<file path="config.mk">
export PLATFORM = sky130hd
export DESIGN_NAME = bvdf_div_cell
export DESIGN_NICKNAME = d
export VERILOG_FILES = /design/src/hw/rtl/bvdf_pkg.sv /design/src/hw/rtl/bvdf_div_cell.sv
export SDC_FILE = /design/constraint.sdc
export NUM_CORES = 1
export LEC_CHECK = 0
export BUFFER_PORTS_ARGS = -buffer_cell sky130_fd_sc_hd__buf_2
export CAP_MARGIN = 20
export CORE_AREA = 3 3 211 213
export CTS_BUF_LIST = sky130_fd_sc_hd__clkbuf_8
export DETAILED_ROUTE_END_ITERATION = 12
export DIE_AREA = 0 0 214 216
export SKIP_LAST_GASP = 1
export SYNTH_ARGS = -nofsm -noshare
export SYNTH_HDL_FRONTEND = slang
export SYNTH_SLANG_ARGS = --single-unit
export TNS_END_PERCENT = 50
</file>
<file path="constraint.sdc">
create_clock -name clk -period 4.08 [get_ports clk]
set_clock_uncertainty 0.1 [all_clocks]
set_input_delay 1.02 -clock clk [delete_from_list [all_inputs] [get_ports clk]]
set_output_delay 1.02 -clock clk [all_outputs]
set_load 0.02 [all_outputs]
</file>
<file path="src/hw/rtl/bvdf_pkg.sv">
`default_nettype none
// ----------------------------------------------------------------------------
// bvdf_pkg: shared types and helpers for the body velocity update
// Fixed-point widths, pipeline item types and saturating helpers.
// ----------------------------------------------------------------------------
package bvdf_pkg;

  localparam int SPD_W      = 24;   // signed Q16.8 speed
  localparam int FRAC_BITS  = 8;
  localparam int REG_W      = 16;
  localparam int SUM_W      = 2 * SPD_W;
  localparam int ROOT_W     = SPD_W;
  localparam int REM_W      = ROOT_W + 3;
  localparam int STEP_SHIFT = 16 - FRAC_BITS;   // gravity and drag steps
  localparam int FV_SHIFT   = 17 - FRAC_BITS;   // friction with mean
  localparam int SQRT_CELLS = ROOT_W;
  localparam int DIV_CELLS  = SPD_W;
  localparam int CFG_IDX_W  = 2;

  localparam logic [CFG_IDX_W-1:0] REG_GRAVITY    = 2'd0;
  localparam logic [CFG_IDX_W-1:0] REG_AIR_DRAG   = 2'd1;
  localparam logic [CFG_IDX_W-1:0] REG_FRAME_TIME = 2'd2;

  localparam logic [REG_W-1:0] GRAVITY_RST    = 16'd2000;
  localparam logic [REG_W-1:0] AIR_DRAG_RST   = 16'd50;
  localparam logic [REG_W-1:0] FRAME_TIME_RST = 16'd1092;

  localparam logic signed [SPD_W-1:0] SPD_MAX = 24'sh7FFFFF;
  localparam logic signed [SPD_W-1:0] SPD_MIN = 24'sh800000;

  // one input transaction
  typedef struct packed {
    logic signed [SPD_W-1:0] speed_x;
    logic signed [SPD_W-1:0] speed_y;
    logic                    movable;
    logic [REG_W-1:0]        own_friction;
    logic                    down_present;
    logic signed [SPD_W-1:0] down_speed_x;
    logic [REG_W-1:0]        down_friction;
    logic                    down_movable;
    logic                    right_present;
    logic signed [SPD_W-1:0] right_speed_y;
    logic [REG_W-1:0]        right_friction;
    logic                    right_movable;
  } in_t;

  // body state carried down the pipeline
  typedef struct packed {
    logic signed [SPD_W-1:0] vx;
    logic signed [SPD_W-1:0] vy;
    logic signed [SPD_W-1:0] dvx;
    logic signed [SPD_W-1:0] rvy;
    logic                    mov;
    logic                    dp;
    logic                    dm;
    logic                    rp;
    logic                    rm;
    logic [SPD_W-1:0]        fvd;
    logic [SPD_W-1:0]        fvr;
    logic                    zero;
  } item_t;

  // one divider lane: partial remainder and dividend / quotient shifter
  typedef struct packed {
    logic [SPD_W-1:0] rem;
    logic [SPD_W-1:0] low;
  } div_lane_t;

  // one result transaction
  typedef struct packed {
    logic signed [SPD_W-1:0] new_speed_x;
    logic signed [SPD_W-1:0] new_speed_y;
    logic signed [SPD_W-1:0] new_down_speed_x;
    logic signed [SPD_W-1:0] new_right_speed_y;
  } res_t;

  // magnitude of a signed speed; -2^23 maps to 2^23
  function automatic logic [SPD_W-1:0] mag24(input logic signed [SPD_W-1:0] v);
    logic [SPD_W-1:0] u;
    u = v;
    return v[SPD_W-1] ? (~u + 1'b1) : u;
  endfunction

  // clamp a two-bit-wider value to the speed range
  function automatic logic signed [SPD_W-1:0] sat24(input logic signed [SPD_W+1:0] v);
    logic signed [SPD_W+1:0] hi;
    logic signed [SPD_W+1:0] lo;
    hi = {{2{SPD_MAX[SPD_W-1]}}, SPD_MAX};
    lo = {{2{SPD_MIN[SPD_W-1]}}, SPD_MIN};
    if (v > hi) return SPD_MAX;
    if (v < lo) return SPD_MIN;
    return v[SPD_W-1:0];
  endfunction

  // move self toward other by fv; snap to other when within fv
  function automatic logic signed [SPD_W-1:0] toward(input logic signed [SPD_W-1:0] self,
                                                     input logic signed [SPD_W-1:0] other,
                                                     input logic [SPD_W-1:0] fv);
    logic signed [SPD_W:0]   rel;
    logic [SPD_W:0]          mag;
    logic signed [SPD_W+1:0] step;
    logic signed [SPD_W+1:0] t;
    rel  = {self[SPD_W-1], self} - {other[SPD_W-1], other};
    mag  = rel[SPD_W] ? (~rel + 1'b1) : rel;
    step = {2'b00, fv};
    t    = rel[SPD_W] ? ({{2{self[SPD_W-1]}}, self} + step)
                      : ({{2{self[SPD_W-1]}}, self} - step);
    if (mag > {1'b0, fv}) return sat24(t);
    return other;
  endfunction

endpackage
`default_nettype wire

</file>
<file path="src/hw/rtl/bvdf_div_cell.sv">
`default_nettype none
// ----------------------------------------------------------------------------
// bvdf_div_cell: one quotient bit of the drag share, x and y lanes
// Restoring divide step by the speed magnitude on both lanes.
// ----------------------------------------------------------------------------
module bvdf_div_cell
  import bvdf_pkg::*;
(
  input  wire logic             clk,
  input  wire logic             rst_n,
  input  wire logic             adv,
  input  wire logic             in_vld,
  input  wire item_t            in_item,
  input  wire logic [SPD_W-1:0] in_m,
  input  wire div_lane_t        in_lx,
  input  wire div_lane_t        in_ly,
  output logic                  out_vld,
  output item_t                 out_item,
  output logic [SPD_W-1:0]      out_m,
  output div_lane_t             out_lx,
  output div_lane_t             out_ly
);

  logic             vld_r;
  item_t            item_r;
  logic [SPD_W-1:0] m_r;
  div_lane_t        lx_r;
  div_lane_t        ly_r;

  // single restoring step on one lane
  function automatic div_lane_t div_step(input div_lane_t l, input logic [SPD_W-1:0] m);
    logic [SPD_W:0] sh;
    logic [SPD_W:0] df;
    logic           ge;
    div_lane_t      r;
    sh    = {l.rem, l.low[SPD_W-1]};
    df    = sh - {1'b0, m};
    ge    = (sh >= {1'b0, m});
    r.rem = ge ? df[SPD_W-1:0] : sh[SPD_W-1:0];
    r.low = {l.low[SPD_W-2:0], ge};
    return r;
  endfunction

  always_ff @(posedge clk) begin
    if (!rst_n) begin
      vld_r <= 1'b0;
    end else if (adv) begin
      vld_r <= in_vld;
    end
  end

  always_ff @(posedge clk) begin
    if (adv) begin
      item_r <= in_item;
      m_r    <= in_m;
      lx_r   <= div_step(in_lx, in_m);
      ly_r   <= div_step(in_ly, in_m);
    end
  end

  assign out_vld  = vld_r;
  assign out_item = item_r;
  assign out_m    = m_r;
  assign out_lx   = lx_r;
  assign out_ly   = ly_r;

endmodule
`default_nettype wire

</file>
==> impl_metrics.csv <==
group,metric,value,unit
global_route,antenna_found_initial,21,
critical_path,crit_path_frequent_cell,"o21ai_0",
global_route,grtUsageTotal,0.187,
critical_path,critical_path.max_stage_delay,0.47,ns
synth,yosysSeqAreaShare,0.723,
final_layout,drive_gt1_frac,0.482,
critical_path,critPathRequiredTime,4.33,ns
timing,hold_violations,0,
critical_path,reg2reg_from,"out_vld$_SDFFE_PN0P_",
global_route,grt_pass1_vias,8703,
die,chipHeight,216,um
synth,synthFlopType,"edfxtp_1",
die,io_pins,545,
global_route,grtUsageMet2,0.323,
final_layout,seqCellArea,0.00813,mm^2
pwr,powerDensity,484,mW/mm^2
min_path,min_from,"out_vld$_SDFFE_PN0P_",
cts,post-cts-setup-buffer-count,0,
drt,vias,8826,
global_route,top_usage_layer,"met2",
drt,drtPass1Iterations,5,
synth,synth_top_family_by_area,"compound AO/OA/AOI/OAI gates",
cts,clock_path_buffers,3,
final_layout,finalInstanceArea,0.0159,mm^2
die,die_area,0.0462,mm^2
die,die_w,214,um
cts,cts_hold_buf,0,
timing,finalSetupTns,0,ns
synth,syn_nets,1050,
timing,post-route-period-util,0.834,
global_route,overflow,0,
synth,synth_compound_gate_area_share,0.0878,
pwr,ir_worst_vdd,0.000230,V
synth,synthAdderAreaFrac,0.0570,
synth,synth-xor-area-share,0.0304,
cts,clk_latency,0.59,ns
synth,syn_area_per_cell,15.5,um^2
place,dp_slack,0.122,ns
critical_path,cp_cell_sequence,"buf_2, inv_1, ha_1, fa_1, nand2b_1, a21oi_1, nor4b_1, o21ai_0, a41oi_1, o21ai_0, xor2_1, mux2_4",
die,core_area,0.0429,mm^2
place,placed_area,0.0148,mm^2
timing,fmax,294,MHz
place,dp_hpwl,36.1,mm
critical_path,crit_path_end_kind,"flop",
global_route,grt_pass1_wl,62.6,mm
final_layout,nFillCells,4204,
cts,post_cts_resized,0,
global_route,met1_usage,0.207,
cts,numCtsBuffers,50,
timing,worst_slack,0.679,ns
synth,synth_cell_type_count,57,
synth,syn_area,0.0112,mm^2
drt,dr.first_iter.drc_count,642,
run_status,status,"finished clean",
final_layout,multiInputGateArea,0.00292,mm^2
min_path,hp-class,"reg -> reg",
timing,relSlewSlack,0.495,
final_layout,fin_util,0.370,
drt,antenna_left,0,
timing,worstMarginPinSlew,0.758,ns
timing,rsz0062_at_grt,"false",
timing,holdWs,0.426,ns
cts,cts_root_buf,"clkbuf_8",
cts,numClockSinks,271,
drt,postRouteWirelength,45.0,mm
synth,ys_warn_count,0,
place,routabilityCongestion,0.893,
critical_path,cp.arrival,3.66,ns
drt,drc,0,
timing,fin_crit,3.40,ns
global_route,grt_use_met3,0.0728,
critical_path,path_class,"in -> reg",
synth,netlist_instances,726,
job,max_cap_violations,0,
final_layout,fin_nets,1645,
critical_path,startpoint,"in_ly[23]",
final_layout,area_delta_synth_final,41.0,%
drt,viasPerCell,4.52,
critical_path,critPathMaxFanout,3,
die,start_util,0.262,
synth,ys_seq_elements,271,
place,io_buffers,544,
critical_path,crit_slowest_cell,"o21ai_0",
synth,yosys.area_share.simple,0.0622,
synth,synthMuxAreaShare,0.0216,
timing,drv_slew,0,
die,row_count,76,
cts,htreeDepth,2,
critical_path,rrSetupSlack,3.39,ns
drt,routedWlPerCell,23.1,um
timing,setup_viol,0,
cts,cts_tree,"done",
synth,synthArstFlopShare,0,
synth,synth_edf_count,270,
global_route,grt_max_degree,93,
pwr,p_leak,6.92,nW
critical_path,start_kind,"input port",
cts,clk_pin_slew,0.06,ns
critical path: cells and delay by family:
family | cells | cell delay, ns
compound gates | 4 | 1.24
xor+xnor | 1 | 0.10
fa+ha+maj | 2 | 0.61
buf+inv | 2 | 0.15
mux | 1 | 0.26
simple gates | 2 | 0.29
worst paths after layout:
kind / cells after the start / end
worst max-delay path: 12 / out_ly[42]$_DFFE_PP_
worst max register to register: 2 / out_vld$_SDFFE_PN0P_
worst min-delay path: 2 / out_vld$_SDFFE_PN0P_
worst min register to register: 2 / out_vld$_SDFFE_PN0P_
layout by cell type, fill, tap and decap left out, types with 10 or more instances in the layout:
cell type,n
a21o_1,12
a21oi_1,70
buf_2,543
buf_4,10
clkbuf_8,50
clkinv_1,12
edfxtp_1,270
ha_1,48
inv_1,44
mux2_2,10
nand2_1,30
nand3_1,11
nor2_1,54
o21ai_0,24
xnor2_1,19
xor2_1,20
sequential cells by signal (all words and copies together) (netlist names):
| name | count |
|---|---|
| out_item | 150 |
| out_m | 24 |
| out_vld | 1 |
| out_ly | 48 |
| out_lx | 48 |
stage by stage:
stage                     instances  total power [mW]
after floorplan                 726              4.30
after global placement         1854              4.99
after detailed placement       1854              4.99
after CTS                      1947              7.82
after global routing           1949              8.05
final                          1952              7.68
layer usage:
layer | vias to the layer above | share of wire | routed length [um]
met5 | - | 0.0031 | 141
met4 | 22 | 0.039 | 1770
met3 | 94 | 0.091 | 4100
met2 | 423 | 0.50 | 22500
met1 | 4290 | 0.37 | 16500
li1 | 3997 | - | -
report_power, final:
group          switching (mW)  internal [mW]  leakage [nW]
clock network            1.23           1.53         0.569
registers              0.0706           3.37          2.65
logic                   0.944          0.529          3.70
cell type report:
cell class | count | area share
Antenna cell | 5 | 0.000789
Inverter | 31 | 0.00734
Clock inverter | 43 | 0.0218
Multi-Input combinational cell | 408 | 0.184
Tap cell | 585 | 0.0462
Clock buffer | 50 | 0.0434
Sequential cell | 271 | 0.513
Timing Repair Buffer | 559 | 0.183
logic make-up (layout without fill, tap and decap cells):
| logic type | Yosys count | count (layout) |
|---|---|---|
| flops | 271 | 271 |
| compound gates | 154 | 154 |
| simple gates | 146 | 146 |
| fa+ha+maj | 50 | 50 |
| buf+inv | 47 | 683 |
| xor+xnor | 39 | 39 |
| mux | 19 | 19 |
| other cells | 0 | 5 |
synth_stat cells (10+ instances only):
cell	count	area, um^2
a21o_1	12	90.1
a21oi_1	70	350
edfxtp_1	270	8110
ha_1	48	601
inv_1	31	116
mux2_2	10	113
nand2_1	30	113
nand3_1	11	55.1
nor2_1	54	203
o21ai_0	24	120
xnor2_1	19	166
xor2_1	20	175
Power figures use the tool's default switching activity.
