File: config.mk
export PLATFORM = sky130hd
export DESIGN_NAME = bvdf_sqrt_cell
export DESIGN_NICKNAME = d
export VERILOG_FILES = /design/src/hw/rtl/bvdf_pkg.sv /design/src/hw/rtl/bvdf_sqrt_cell.sv
export SDC_FILE = /design/constraint.sdc
export NUM_CORES = 1
export LEC_CHECK = 0
export BUFFER_PORTS_ARGS = -buffer_cell sky130_fd_sc_hd__buf_2
export CELL_PAD_IN_SITES_DETAIL_PLACEMENT = 1
export CELL_PAD_IN_SITES_GLOBAL_PLACEMENT = 1
export CORE_AREA = 2 2 196 198
export DETAILED_ROUTE_END_ITERATION = 12
export DIE_AREA = 0 0 198 200
export PLACE_DENSITY = 0.66
export SETUP_SLACK_MARGIN = 0.02
export SYNTH_ARGS = -nofsm -noshare
export SYNTH_HDL_FRONTEND = slang
export SYNTH_SLANG_ARGS = --single-unit
File: constraint.sdc
create_clock -name clk -period 2.4 [get_ports clk]
set_input_delay 0.24 -clock clk [delete_from_list [all_inputs] [get_ports clk]]
set_output_delay 0.24 -clock clk [all_outputs]
set_load 0.01 [all_outputs]
File: src/hw/rtl/bvdf_pkg.sv
`default_nettype none
// ----------------------------------------------------------------------------
// bvdf_pkg: shared types and helpers for the body velocity update
// Fixed-point widths, pipeline item types and saturating helpers.
// ----------------------------------------------------------------------------
package bvdf_pkg;

  localparam int SPD_W      = 24;   // signed Q16.8 speed
  localparam int FRAC_BITS  = 8;
  localparam int REG_W      = 16;
  localparam int SUM_W      = 2 * SPD_W;
  localparam int ROOT_W     = SPD_W;
  localparam int REM_W      = ROOT_W + 3;
  localparam int STEP_SHIFT = 16 - FRAC_BITS;   // gravity and drag steps
  localparam int FV_SHIFT   = 17 - FRAC_BITS;   // friction with mean
  localparam int SQRT_CELLS = ROOT_W;
  localparam int DIV_CELLS  = SPD_W;
  localparam int CFG_IDX_W  = 2;

  localparam logic [CFG_IDX_W-1:0] REG_GRAVITY    = 2'd0;
  localparam logic [CFG_IDX_W-1:0] REG_AIR_DRAG   = 2'd1;
  localparam logic [CFG_IDX_W-1:0] REG_FRAME_TIME = 2'd2;

  localparam logic [REG_W-1:0] GRAVITY_RST    = 16'd2000;
  localparam logic [REG_W-1:0] AIR_DRAG_RST   = 16'd50;
  localparam logic [REG_W-1:0] FRAME_TIME_RST = 16'd1092;

  localparam logic signed [SPD_W-1:0] SPD_MAX = 24'sh7FFFFF;
  localparam logic signed [SPD_W-1:0] SPD_MIN = 24'sh800000;

  // one input transaction
  typedef struct packed {
    logic signed [SPD_W-1:0] speed_x;
    logic signed [SPD_W-1:0] speed_y;
    logic                    movable;
    logic [REG_W-1:0]        own_friction;
    logic                    down_present;
    logic signed [SPD_W-1:0] down_speed_x;
    logic [REG_W-1:0]        down_friction;
    logic                    down_movable;
    logic                    right_present;
    logic signed [SPD_W-1:0] right_speed_y;
    logic [REG_W-1:0]        right_friction;
    logic                    right_movable;
  } in_t;

  // body state carried down the pipeline
  typedef struct packed {
    logic signed [SPD_W-1:0] vx;
    logic signed [SPD_W-1:0] vy;
    logic signed [SPD_W-1:0] dvx;
    logic signed [SPD_W-1:0] rvy;
    logic                    mov;
    logic                    dp;
    logic                    dm;
    logic                    rp;
    logic                    rm;
    logic [SPD_W-1:0]        fvd;
    logic [SPD_W-1:0]        fvr;
    logic                    zero;
  } item_t;

  // one divider lane: partial remainder and dividend / quotient shifter
  typedef struct packed {
    logic [SPD_W-1:0] rem;
    logic [SPD_W-1:0] low;
  } div_lane_t;

  // one result transaction
  typedef struct packed {
    logic signed [SPD_W-1:0] new_speed_x;
    logic signed [SPD_W-1:0] new_speed_y;
    logic signed [SPD_W-1:0] new_down_speed_x;
    logic signed [SPD_W-1:0] new_right_speed_y;
  } res_t;

  // magnitude of a signed speed; -2^23 maps to 2^23
  function automatic logic [SPD_W-1:0] mag24(input logic signed [SPD_W-1:0] v);
    logic [SPD_W-1:0] u;
    u = v;
    return v[SPD_W-1] ? (~u + 1'b1) : u;
  endfunction

  // clamp a two-bit-wider value to the speed range
  function automatic logic signed [SPD_W-1:0] sat24(input logic signed [SPD_W+1:0] v);
    logic signed [SPD_W+1:0] hi;
    logic signed [SPD_W+1:0] lo;
    hi = {{2{SPD_MAX[SPD_W-1]}}, SPD_MAX};
    lo = {{2{SPD_MIN[SPD_W-1]}}, SPD_MIN};
    if (v > hi) return SPD_MAX;
    if (v < lo) return SPD_MIN;
    return v[SPD_W-1:0];
  endfunction

  // move self toward other by fv; snap to other when within fv
  function automatic logic signed [SPD_W-1:0] toward(input logic signed [SPD_W-1:0] self,
                                                     input logic signed [SPD_W-1:0] other,
                                                     input logic [SPD_W-1:0] fv);
    logic signed [SPD_W:0]   rel;
    logic [SPD_W:0]          mag;
    logic signed [SPD_W+1:0] step;
    logic signed [SPD_W+1:0] t;
    rel  = {self[SPD_W-1], self} - {other[SPD_W-1], other};
    mag  = rel[SPD_W] ? (~rel + 1'b1) : rel;
    step = {2'b00, fv};
    t    = rel[SPD_W] ? ({{2{self[SPD_W-1]}}, self} + step)
                      : ({{2{self[SPD_W-1]}}, self} - step);
    if (mag > {1'b0, fv}) return sat24(t);
    return other;
  endfunction

endpackage
`default_nettype wire

File: src/hw/rtl/bvdf_sqrt_cell.sv
`default_nettype none
// ----------------------------------------------------------------------------
// bvdf_sqrt_cell: one root bit of the speed magnitude
// Takes two radicand bits, resolves one root bit and passes the body on.
// ----------------------------------------------------------------------------
module bvdf_sqrt_cell
  import bvdf_pkg::*;
(
  input  wire logic              clk,
  input  wire logic              rst_n,
  input  wire logic              adv,
  input  wire logic              in_vld,
  input  wire item_t             in_item,
  input  wire logic [SUM_W-1:0]  in_n,
  input  wire logic [REM_W-1:0]  in_rem,
  input  wire logic [ROOT_W-1:0] in_root,
  output logic                   out_vld,
  output item_t                  out_item,
  output logic [SUM_W-1:0]       out_n,
  output logic [REM_W-1:0]       out_rem,
  output logic [ROOT_W-1:0]      out_root
);

  logic              vld_r;
  item_t             item_r;
  logic [SUM_W-1:0]  n_r;
  logic [REM_W-1:0]  rem_r;
  logic [ROOT_W-1:0] root_r;

  logic [REM_W-1:0]  rem_sh;
  logic [REM_W-1:0]  trial;
  logic              ge;

  // trial subtract of (4*root + 1)
  assign rem_sh = {in_rem[REM_W-3:0], in_n[SUM_W-1 -: 2]};
  assign trial  = {1'b0, in_root, 2'b01};
  assign ge     = (rem_sh >= trial);

  always_ff @(posedge clk) begin
    if (!rst_n) begin
      vld_r <= 1'b0;
    end else if (adv) begin
      vld_r <= in_vld;
    end
  end

  always_ff @(posedge clk) begin
    if (adv) begin
      item_r <= in_item;
      n_r    <= {in_n[SUM_W-3:0], 2'b00};
      rem_r  <= ge ? (rem_sh - trial) : rem_sh;
      root_r <= {in_root[ROOT_W-2:0], ge};
    end
  end

  assign out_vld  = vld_r;
  assign out_item = item_r;
  assign out_n    = n_r;
  assign out_rem  = rem_r;
  assign out_root = root_r;

endmodule
`default_nettype wire

==> results of run 1 <==
stage by stage:
stage	instances	power (mW)	cell area, sq um
final	1941	11.8	16600
after global routing	1939	12.3	16600
after CTS	1927	11.9	16500
after detailed placement	1632	7.14	13200
after global placement	1632	7.09	13200
after floorplan	541	6.07	9400
per-layer routing:
metal  vias up  GRT usage
li1       3783          -
met3       113     0.0517
met2       356      0.357
met4         2      0.124
met1      4043      0.214
met5         -          0
worst register-to-register path: cells and delay by family (launching register included):
family / cells / cell delay [ns]
and+or+nand+nor: 1 / 0.14
muxes: 1 / 0.10
buffers and inverters: 1 / 0.58
DFF: 1 / 0.41
power by group through the flow:
stage	logic [mW]	clock network [mW]	registers, mW
after CTS	2.08	4.49	5.31
after floorplan	0.466	0	5.60
after global routing	2.27	4.65	5.35
after detailed placement	1.75	0	5.39
after global placement	1.71	0	5.38
final	2.12	4.37	5.32
layout make-up:
cell class              count  share of cell area
multi-input cells         247               0.106
diodes                     11             0.00166
clock buffers              33              0.0446
repair buffers            839               0.344
inverters                  31             0.00700
flip-flops and latches    248               0.447
clock inverters            21              0.0109
well taps                 511              0.0385
final timing paths:
check                                 start          end  slack, ns  depth (start not counted)
worst max-delay path            in_root[17]   out_rem[4]       0.07                         12
worst min-delay path             in_rem[24]  out_rem[26]       0.04                          2
worst max register to register      out_vld      out_vld       1.10                          3
worst min register to register      out_vld      out_vld       1.21                          3
placed cells by master, fill, tap and decap left out, drive strengths merged, types with 3 or more instances in the layout:
| cell type | count |
|---|---|
| xnor2 | 12 |
| edfxtp | 247 |
| a21o | 8 |
| clkinv | 11 |
| inv | 36 |
| nor2b | 4 |
| clkbuf | 33 |
| nor2 | 17 |
| a21oi | 22 |
| nand4 | 7 |
| clkinvlp | 3 |
| nand3 | 12 |
| buf | 598 |
| dlygate4sd3 | 241 |
| o211ai | 3 |
| mux2 | 3 |
| a31oi | 4 |
| ha | 26 |
| o21ai | 37 |
| nand2 | 39 |
| nand2b | 4 |
| xor2 | 9 |
| or2 | 3 |
| o21a | 4 |
| diode | 11 |
state kept, by name, indices dropped and copies added (netlist names):
name	cells
out_rem	27
out_item	150
out_n	46
out_root	24
out_vld	1
timing repair:
item                       4_1_cts  5_1_grt
hold buffers                   241        0
setup endpoints to repair        0       16
setup buffers                    0        1
gates resized for setup          0       11
hold endpoints to repair       240        0
cells by family after synthesis:
| kind of cell | count (synthesis) |
|---|---|
| flops | 248 |
| compound gates | 99 |
| simple gates | 93 |
| buf+inv | 47 |
| fa+ha+maj | 26 |
| xor+xnor | 21 |
| mux | 5 |
| other cells | 1 |
==> impl_metrics.yaml, run 1 <==
outcome:
  status: "completed"
sta:
  rsz0062_at_grt: "true"
  fmax_mhz: 430
  skew_ns: 0
  relSlewSlack: 0.602
  finalCritPeriodShare: 0.970
  drv_slew: 0
  hold_ws_ns: 0.0446
  fin_crit_ns: 2.33
  fin_tns_setup_ns: 0
  worst_slew_pin_slew_ns: 0.598
  fin_ws_ns: 0.0730
  final_hold_viol_count: 0
  finalSetupViolCount: 0
route:
  vias: 8297
  drtPass1Iterations: 7
  met3WireLength_um: 2860
  drcViolationCount: 0
  wire_per_inst_um: 21.4
  met2_length_um: 21100
  via_per_inst: 4.27
  first_iter_violations: 340
  met1_length_um: 14800
  totalWireLength_um: 41600
  drtAntennaViolNets: 0
  highest_layer: "met5"
worst_setup_path:
  crit_required_ns: 2.71
  path_buf_inv: 5
  crit_chain: "dlygate4sd3_1 -> buf_2 -> inv_2 -> ha_2 -> a21o_1 -> a21oi_1 -> buf_4 -> a31o_2 -> a41oi_4 -> a31oi_4 -> buf_6 -> mux2_4"
  cp_data_arrival_time_ns: 2.64
  max_stage_delay_ns: 0.57
  critPathTopFamily: "buffers and inverters"
  crit_fanout: 5
  crit_slowest_cell: "dlygate4sd3_1"
  cp-end-kind: "register"
  worstSetupPathType: "in2reg"
  cp-start-kind: "primary input"
floorplanning:
  core_area_sq_um: 37400
  die_w_um: 198
  chipHeight_um: 200
  pin_count: 503
  placementRows: 71
  die_area_sq_um: 39600
  initial_utilization: 0.250
clocking:
  cts_made_buffers: 29
  cts_tree: "built"
  cts_root_buf: "clkbuf_16"
  clkLatencyLatePin_ns: 0.55
  cts_htree_levels: 1
  cts.sinks: 248
  cts.clk_slew.worst_paths_ns: 0.06
  clk_path_buf_depth: 3
grt:
  grt_util_all_layers: 0.201
  globalRoute.totalOverflow: 0
  grt_pass1_vias: 9092
  grt_max_degree: 68
  grt_pass1_wl_um: 58500
  antenna_found_initial: 12
synthesis:
  synthAdderAreaFrac: 0.0348
  synth_seq_cells: 248
  synthMuxAreaShare: 0.00616
  synth_top_family_by_area: "compound AO/OA/AOI/OAI gates"
  synth_top_area_frac: 0.794
  synthFlopType: "edfxtp_1"
  syn_area_per_cell_sq_um: 17.3
  async_flop_share: 0
  synth_area_leaders: "edfxtp_1 79%, ha_1 3.5%, nand2_1 1.6%"
  synthCells: 540
  yosysMostFrequentCell: "edfxtp_1"
  netlist_area_sq_um: 9350
  yosys_warnings: 0
  synth.distinct_cells: 58
  synthXorXnorAreaFrac: 0.0205
  yosysSeqAreaShare: 0.796
  yosys-top-cells-count: "247 x edfxtp_1, 39 x nand2_1, 30 x inv_1"
  synth-compound-area-share: 0.0715
  yosys.area_share.simple: 0.0467
  yosys.area.top_type: "edfxtp_1"
  synth-edff-count: 247
cells_and_area:
  final_nets: 1675
  multiInputGateArea_sq_um: 1760
  seqCellArea_sq_um: 7440
  fillerInstances: 4013
  syn_to_final_growth_pct: 77.9
  drive_above_1_share: 0.474
  finish.utilization: 0.444
placement:
  hpwl_um: 27700
  port_buffers: 498
  gp_congestion: 0.849
  post-place-ws_ns: -0.454
job:
  max-cap-violations: 0
power_and_ir_drop:
  sw_frac_of_total: 0.264
  intPower_mw: 8.69
  peakVddDrop_uv: 463
  power.switching_mw: 3.12
  pwr-share-seq: 0.450
  p_comb_frac: 0.180
  p_leak_nw: 7.19
  pwr-share-clk: 0.370
  power_density_nw_per_um2: 710
min_path:
  worstHoldPathType: "in2reg"
No activity file was read; power rests on OpenSTA's default activity.
==> inputs of run 2 (changes only) <==
Settings changed: ABC_AREA from default to 1, CORE_AREA 2 2 196 198 to 2 2 193 195, DIE_AREA 0 0 198 200 to 0 0 195 197, PLACE_DENSITY 0.66 to 0.71.
==> run 2 against run 1 <==
Effect of this change: the run now ends with design-rule violations left; synthesized cell count increased by 43%; global-route usage up 3.8 points; wire length rose by 13%; sequential power is essentially flat; largest cell class unchanged.
==> impl_metrics.yaml, run 2 <==
outcome:
  status: "finished, violations left"
  violations: "design-rule violations"
cells_and_area:
  finish.utilization: 0.456
  drive_above_1_share: 0.365
  syn_to_final_growth_pct: 66.8
  largest_register_ffs: 150
  final_nets: 1837
  final_common_cell: "buf_2"
  fillerInstances: 4038
  final_cell_mix: "497 x buf_2, 247 x edfxtp_1, 244 x dlygate4sd3_1"
synthesis:
  synthMuxAreaShare: 0
  async_flop_share: 0
  synth_top_family_by_area: "simple AND/OR/NAND/NOR gates"
  yosys.area.top_type: "edfxtp_1"
  syn_area_per_cell_sq_um: 12.8
  yosys.area_share.simple: 0.131
  yosysMostFrequentCell: "edfxtp_1"
  synth_seq_cells: 248
  yosysSeqAreaShare: 0.750
  synth.distinct_cells: 29
  synth_area_leaders: "edfxtp_1 75%, nand2_1 8.8%, inv_1 4.7%"
  synth_top_area_frac: 0.748
  yosys_warnings: 0
  synth-compound-area-share: 0.0196
  synthCells: 773
  synthXorXnorAreaFrac: 0.0124
  netlist_area_sq_um: 9910
  synthFlopType: "edfxtp_1"
  yosys-top-cells-count: "247 x edfxtp_1, 232 x nand2_1, 125 x inv_1"
  synthAdderAreaFrac: 0.0328
  synth-edff-count: 247
power_and_ir_drop:
  power_mw: 11.7
  peakVddDrop_uv: 525
  p_leak_nw: 7.64
  power_density_nw_per_um2: 709
sta:
  hold_ws_ns: 0.0413
  fmax_mhz: 443
  drv_slew: 0
  rsz0062_at_grt: "true"
  final_hold_viol_count: 0
  fin_crit_ns: 2.26
  finalSetupViolCount: 0
  fin_tns_setup_ns: 0
  finalCritPeriodShare: 0.940
  skew_ns: 0
grt:
  grt_pass1_vias: 9541
  grt_pass1_wl_um: 66000
  antenna_found_initial: 20
  globalRoute.totalOverflow: 0
  grt_util_all_layers: 0.239
  grt_max_degree: 69
worst_setup_path:
  crit_fanout: 8
  worstSetupPathType: "in2reg"
  cp-startpoint: "in_rem[12]"
  cp-start-kind: "primary input"
  cp-end-kind: "register"
  r2r_start: "out_vld"
  cp_data_arrival_time_ns: 2.56
  crit_required_ns: 2.70
route:
  vias: 9021
  drtAntennaViolNets: 0
  wire_per_inst_um: 22.9
  first_iter_violations: 393
  totalWireLength_um: 47100
  drcViolationCount: 2
  drtPass1Iterations: 8
  via_per_inst: 4.39
floorplanning:
  chipHeight_um: 197
  die_w_um: 195
  core_area_sq_um: 36300
  placementRows: 70
  die_area_sq_um: 38400
  initial_utilization: 0.273
  pin_count: 503
clocking:
  clkLatencyLatePin_ns: 0.55
  cts_tree: "built"
  cts_made_buffers: 28
  cts_htree_levels: 1
  cts_root_buf: "clkbuf_16"
  clk_path_buf_depth: 3
  cts.sinks: 248
  cts.clk_slew.worst_paths_ns: 0.06
  cts_setup_buffers: 0
min_path:
  worstHoldPathType: "in2reg"
  hold_start: "in_n[47]"
placement:
  gp_congestion: 0.860
  port_buffers: 498
  hpwl_um: 34000
job:
  max-cap-violations: 0
[run 2: layer usage]
layer / wire [um] / track usage / up-vias
met3: 3230 / 0.0635 / 103
met4: 2530 / 0.122 / 12
met5: 85 / 0 / -
met2: 23200 / 0.410 / 372
li1: - / - / 4149
met1: 18100 / 0.275 / 4385
[run 2: kinds of logic (layout without fill, tap and decap cells)]
family          Yosys count  after routing
compound gates           33             33
xor+xnor                 14             14
fa+ha+maj                26             26
buf+inv                 133            933
flops                   248            248
other cells               1             14
simple gates            318            318
[run 2: path summary, 6_finish.rpt]
path / end / slack [ns] / depth (start not counted)
max: out_rem[9] / 0.14 / 15
min reg2reg: out_vld / 1.18 / 3
min: out_rem[1] / 0.04 / 3
max reg2reg: out_vld / 1.13 / 3
[run 2: timing repair]
| action | in CTS | in global routing |
|---|---|---|
| hold buffers | 244 | 0 |
| endpoints found under the setup margin | 0 | 9 |
| gates resized for setup | 0 | 7 |
| endpoints found under the hold margin | 243 | 0 |
[run 2: critical path, cell delays in order]
cell,delay (ns)
dlygate4sd3_1,0.56
buf_2,0.14
ha_1,0.41
nand2_2,0.11
nor2_2,0.16
inv_1,0.08
nor2_4,0.12
nand2_1,0.07
nor2_1,0.08
nor2_1,0.07
nand2_1,0.10
nor2_4,0.06
clkbuf_4,0.18
nand2_1,0.11
o21ai_2,0.05
[run 2: power by group]
| part | switching, mW | internal [mW] | total, mW |
|---|---|---|---|
| Clock | 1.77 | 2.55 | 4.32 |
| Combinational | 1.17 | 0.903 | 2.07 |
| Sequential | 0.118 | 5.20 | 5.32 |
[run 2: cell type report]
cell class / count / area (sq um) / share of cell area
sequential: 248 / 7440 / 0.450
timing repair buffer: 761 / 5150 / 0.312
multi-input combinational: 393 / 1960 / 0.119
clock buffer: 34 / 723 / 0.0437
tap: 468 / 586 / 0.0354
inverter: 126 / 473 / 0.0286
clock inverter: 12 / 169 / 0.0102
antenna: 12 / 30.0 / 0.00182
[run 2: metrics by stage]
stage | std cells | instance area (sq um) | setup WS (ns)
5_1_grt | 2048 | 16500 | 0.0162
2_1_floorplan | 774 | 9910 | 0.556
6_report | 2054 | 16500 | 0.144
4_1_cts | 2041 | 16500 | 0.110
3_5_place_dp | 1751 | 13100 | 0.109
3_3_place_gp | 1751 | 13100 | 0.143
